File: config.mk
export PLATFORM = sky130hd
export DESIGN_NAME = grdda_div
export DESIGN_NICKNAME = d
export VERILOG_FILES = /design/src/hdl/grdda_pkg.sv /design/src/hdl/grdda_div.sv
export SDC_FILE = /design/constraint.sdc
export NUM_CORES = 1
export LEC_CHECK = 0
export BUFFER_PORTS_ARGS = -buffer_cell sky130_fd_sc_hd__clkbuf_2
export CAP_MARGIN = 20
export CORE_AREA = 2 2 102 75
export DETAILED_ROUTE_END_ITERATION = 8
export DIE_AREA = 0 0 104 77
export HOLD_SLACK_MARGIN = 0.03
export PLACE_DENSITY_LB_ADDON = 0.3
export RECOVER_POWER = 100
export SYNTH_ARGS = -nofsm -noshare
export SYNTH_HDL_FRONTEND = slang
export SYNTH_SLANG_ARGS = --single-unit
File: constraint.sdc
create_clock -name clk_i -period 3.11 [get_ports clk_i]
set_clock_uncertainty 0.05 [all_clocks]
set_input_delay 0.311 -clock clk_i [delete_from_list [all_inputs] [get_ports clk_i]]
set_output_delay 0.311 -clock clk_i [all_outputs]
set_load 0.005 [all_outputs]
File: src/hdl/grdda_pkg.sv
// Shared types and constants for the grid ray caster.
package grdda_pkg;

  // Input item kinds.
  localparam logic KIND_WRITE = 1'b0;
  localparam logic KIND_CAST  = 1'b1;

  // Configuration register indexes.
  localparam logic [2:0] REG_PLAYER_X     = 3'd0;
  localparam logic [2:0] REG_PLAYER_Y     = 3'd1;
  localparam logic [2:0] REG_VIEW_DIR_X   = 3'd2;
  localparam logic [2:0] REG_VIEW_DIR_Y   = 3'd3;
  localparam logic [2:0] REG_CAM_PLANE_X  = 3'd4;
  localparam logic [2:0] REG_CAM_PLANE_Y  = 3'd5;
  localparam logic [2:0] REG_SCREEN_WIDTH = 3'd6;

  // Wall map size in cells; the cell ports and the Q6.10 position fix it at 64.
  localparam int unsigned MAP_WIDTH  = 64;
  localparam int unsigned MAP_HEIGHT = 64;

  // Largest distance in Q10.14.
  localparam logic [23:0] DIST_MAX = 24'hFFFFFF;

  // Divider command and response between the sequencer and the divider.
  typedef struct packed {
    logic        start;
    logic [28:0] dividend;
    logic [16:0] divisor;
  } div_req_t;

  typedef struct packed {
    logic        done;
    logic [28:0] quotient;
  } div_rsp_t;

endpackage

File: src/hdl/grdda_div.sv
// Restoring divider, one quotient bit per cycle.
module grdda_div (
  input  logic               clk_i,
  input  logic               rst_ni,
  input  grdda_pkg::div_req_t req_i,
  output grdda_pkg::div_rsp_t rsp_o
);

  logic [28:0] quo_q, quo_d;
  logic [17:0] rem_q, rem_d;
  logic [16:0] den_q, den_d;
  logic [4:0]  cnt_q, cnt_d;
  logic        busy_q, busy_d;
  logic        done_q, done_d;
  logic [17:0] trial;

  // One shift and subtract step.
  always_comb begin
    quo_d  = quo_q;
    rem_d  = rem_q;
    den_d  = den_q;
    cnt_d  = cnt_q;
    busy_d = busy_q;
    done_d = 1'b0;
    trial  = {rem_q[16:0], quo_q[28]};
    if (req_i.start) begin
      quo_d  = req_i.dividend;
      rem_d  = '0;
      den_d  = req_i.divisor;
      cnt_d  = 5'd0;
      busy_d = 1'b1;
    end else if (busy_q) begin
      if (trial >= {1'b0, den_q}) begin
        rem_d = trial - {1'b0, den_q};
        quo_d = {quo_q[27:0], 1'b1};
      end else begin
        rem_d = trial;
        quo_d = {quo_q[27:0], 1'b0};
      end
      cnt_d = cnt_q + 5'd1;
      if (cnt_q == 5'd28) begin
        busy_d = 1'b0;
        done_d = 1'b1;
      end
    end
  end

  always_ff @(posedge clk_i or negedge rst_ni) begin
    if (!rst_ni) begin
      busy_q <= 1'b0;
      done_q <= 1'b0;
      cnt_q  <= '0;
    end else begin
      busy_q <= busy_d;
      done_q <= done_d;
      cnt_q  <= cnt_d;
    end
  end

  always_ff @(posedge clk_i) begin
    quo_q <= quo_d;
    rem_q <= rem_d;
    den_q <= den_d;
  end

  assign rsp_o.done     = done_q;
  assign rsp_o.quotient = quo_q;

endmodule

==> summary.txt <==
clk sinks: 70
P_leak: 0.001882 uW
critical path class: reg2reg
critical-path cell list: inv_1 > ha_1 > inv_1 > fa_1 > a21o_1 > a221oi_1 > o21a_2 > a21oi_2 > mux2_2
Die Y: 77 um
IO Pins: 79
setup TNS: 0 ns
NumNets Final: 488
WP buf/inv: 2
row count: 26
DRT Pass-1 Iters: 5
sequential element share of the synthesized area: 0.5043
DP Worst Slack: 0.2754 ns
RSZ-0062 raised after global routing: false
CTS tree: done
clock latency on the worst-skew pair: 0.35 ns
PD cells: 464.7 nW/um^2
flops & latches, synth: 70
dpl cell area: 4292 sq um
syn nets: 398
vias: 2880
Num CTS Buffers: 9
Total GRT Usage: 0.2198
clock root buffer: clkbuf_8
Final setup viols: 0
Reg clk slew, reported paths: 0.08 ns
PortBufs: 78
Final period util: 0.9249
Final Instance Area: 4469 sq um
setup ws final: 0.2337 ns
multi-input logic area: 1718 sq um
# fillers: 595
syn_area_per_cell: 11.43 sq um
worst-path maximum fanout: 10
CP peak stage delay: 0.43 ns
Congestion Overflow GR: 0
die area: 8008 sq um
Syn Inst Count: 329
gp weighted congestion: 0.8801
Post-synth EDFFs: 46
Sequential cell area: 1897 sq um
Avg Vias per Cell: 5.517
routed length per instance: 16.01 um
Yosys top cell area share: 0.3673
clock buffer depth: 2
cell taking the most area after synthesis: edfxtp_1
Worst path slowest cell: a221oi_1
top-count cell post-synth: edfxtp_1
crit path DAT: 2.93 ns
worst rel slew slack: -0.08287
post-synth cell types: 60
H-Tree Depth: 3
synthesized area: 3761 sq um
Final ANT Viol Nets: 0
top_reg_cell synth: edfxtp_1
initial antenna violation count: 0
Remaining DRCs: 0
Hold Path Class: in2reg
fin. max-slew vios: 30
share of cells above drive strength 1: 0.2311
min Tclk post-route: 2.876 ns
maximum number of pins on one net before global-route repair: 30
Worst VDD drop: 0.0002915 V
maxcap violations: 1
final hold violations: 0
synth warn: 0
Critical Path RT: 3.17 ns
crit-path most repeated cell: inv_1
status: complete, but fails checks
kind of cell adding the most delay to the critical path: compound AO/OA/AOI/OAI gates
1st-iter DRT viols: 166
die width: 104 um
synth-to-layout area growth: 18.83%
CP startpoint kind: flip-flop
Worst-Margin Slew: 1.624 ns
synth cell count leaders: edfxtp_1, mux2_1, inv_1, nand2_1, nor2_1
first-pass GRT wire length: 13830 um
Routed WL: 8356 um
fmax: 347.7 MHz
post-synthesis async set-or-reset flop share: 0.1000
violated checks: max-capacitance violations, max-slew violations
CTS resizes: 0
starting density of the core: 0.5353
HPWL after DPL: 6147 um
core region area: 7027 sq um
antenna cells: 0
Post-CTS Setup Inserts: 0
Crit. End Element: flip-flop
largest cells by area after synthesis: edfxtp_1, dfxtp_1, mux2_1
number of global-route vias before repair: 2799
through the flow:
step / power [uW] / hold slack, ns / util / std cells
after detailed placement: 1396 / 0.1058 / 0.6108 / 504
after global routing: 2175 / 0.05970 / 0.6360 / 522
after global placement: 1387 / 0.1033 / 0.6108 / 504
after floorplan: 1271 / -0.03459 / - / 329
final: 2077 / 0.08318 / 0.6360 / 522
after CTS: 2103 / 0.06261 / 0.6392 / 521
state kept, by name, indices dropped and copies added (netlist names):
| name | cells |
|---|---|
| busy_q | 1 |
| cnt_q | 5 |
| den_q | 17 |
| done_q | 1 |
| quo_q | 29 |
| rem_q | 17 |
layer usage:
metal	wire length, um	global-route usage	vias to the layer above
met5	0	0	-
met1	4029	0.3144	1353
met2	3500	0.3072	108
met4	180	0.08649	0
li1	-	-	1401
met3	646	0.07228	18
final timing paths:
check,start,endpoint,slack (ns),cells past startpoint
max in group asynchronous,rst_ni,cnt_q[1],2.41,2
min,req_i[9],den_q[9],0.08,1
min in group asynchronous,rst_ni,cnt_q[2],0.34,2
max,quo_q[28],quo_q[0],0.23,9
min reg2reg,rem_q[3],rem_q[3],0.43,2
max reg2reg,quo_q[28],quo_q[0],0.23,9
timing repair:
item / CTS / global route
setup endpoints to repair: 0 / 1
hold endpoints to repair: 7 / 0
hold buffers: 1 / 0
cell type report:
type | count | area share
repair buffers | 89 | 0.09938
flip-flops and latches | 70 | 0.4244
clock inverters | 6 | 0.01176
well taps | 98 | 0.02744
clock buffers | 10 | 0.03080
multi-input cells | 223 | 0.3844
inverters | 26 | 0.02184
power breakdown:
group          switching [uW]  internal (uW)
Sequential               32.6           1060
Combinational             145            134
Clock                     377            325
cell usage in the layout (no fill, tap or decap), types with 3 or more instances in the layout:
cell,count
clkbuf_2,68
dfrtp_1,7
a21o_1,5
o211ai_1,3
o21ai_0,10
mux2_2,3
mux2_1,26
clkbuf_8,10
nand2b_1,4
nand4_1,6
edfxtp_1,46
xor2_1,6
a211oi_1,9
o21ai_1,4
nor2_1,22
dfxtp_1,17
mux2i_1,14
a21oi_1,14
inv_6,3
inv_1,25
ha_1,19
xnor2_1,8
clkbuf_1,15
buf_4,5
nand2_1,24
cells by family (layout without fill, tap and decap cells):
group	Yosys count	in the layout	share of synthesized area
AND/OR/NAND/NOR	73	73	0.09447
AO/OA/AOI/OAI	72	73	0.1347
flip-flops	70	70	0.5043
multiplexers	43	43	0.1241
buffers and inverters	37	131	0.04125
adder cells (fa/ha/maj)	20	20	0.06853
XOR/XNOR	14	14	0.03260
worst reg2reg max path: cells and delay by family, from the launching register on:
| kind | cells | cell delay (ns) |
|---|---|---|
| compound gates | 4 | 1.15 |
| fa+ha+maj | 2 | 0.58 |
| flops | 1 | 0.39 |
| mux | 1 | 0.33 |
| buf+inv | 2 | 0.14 |
No activity file was read; power rests on OpenSTA's default activity.
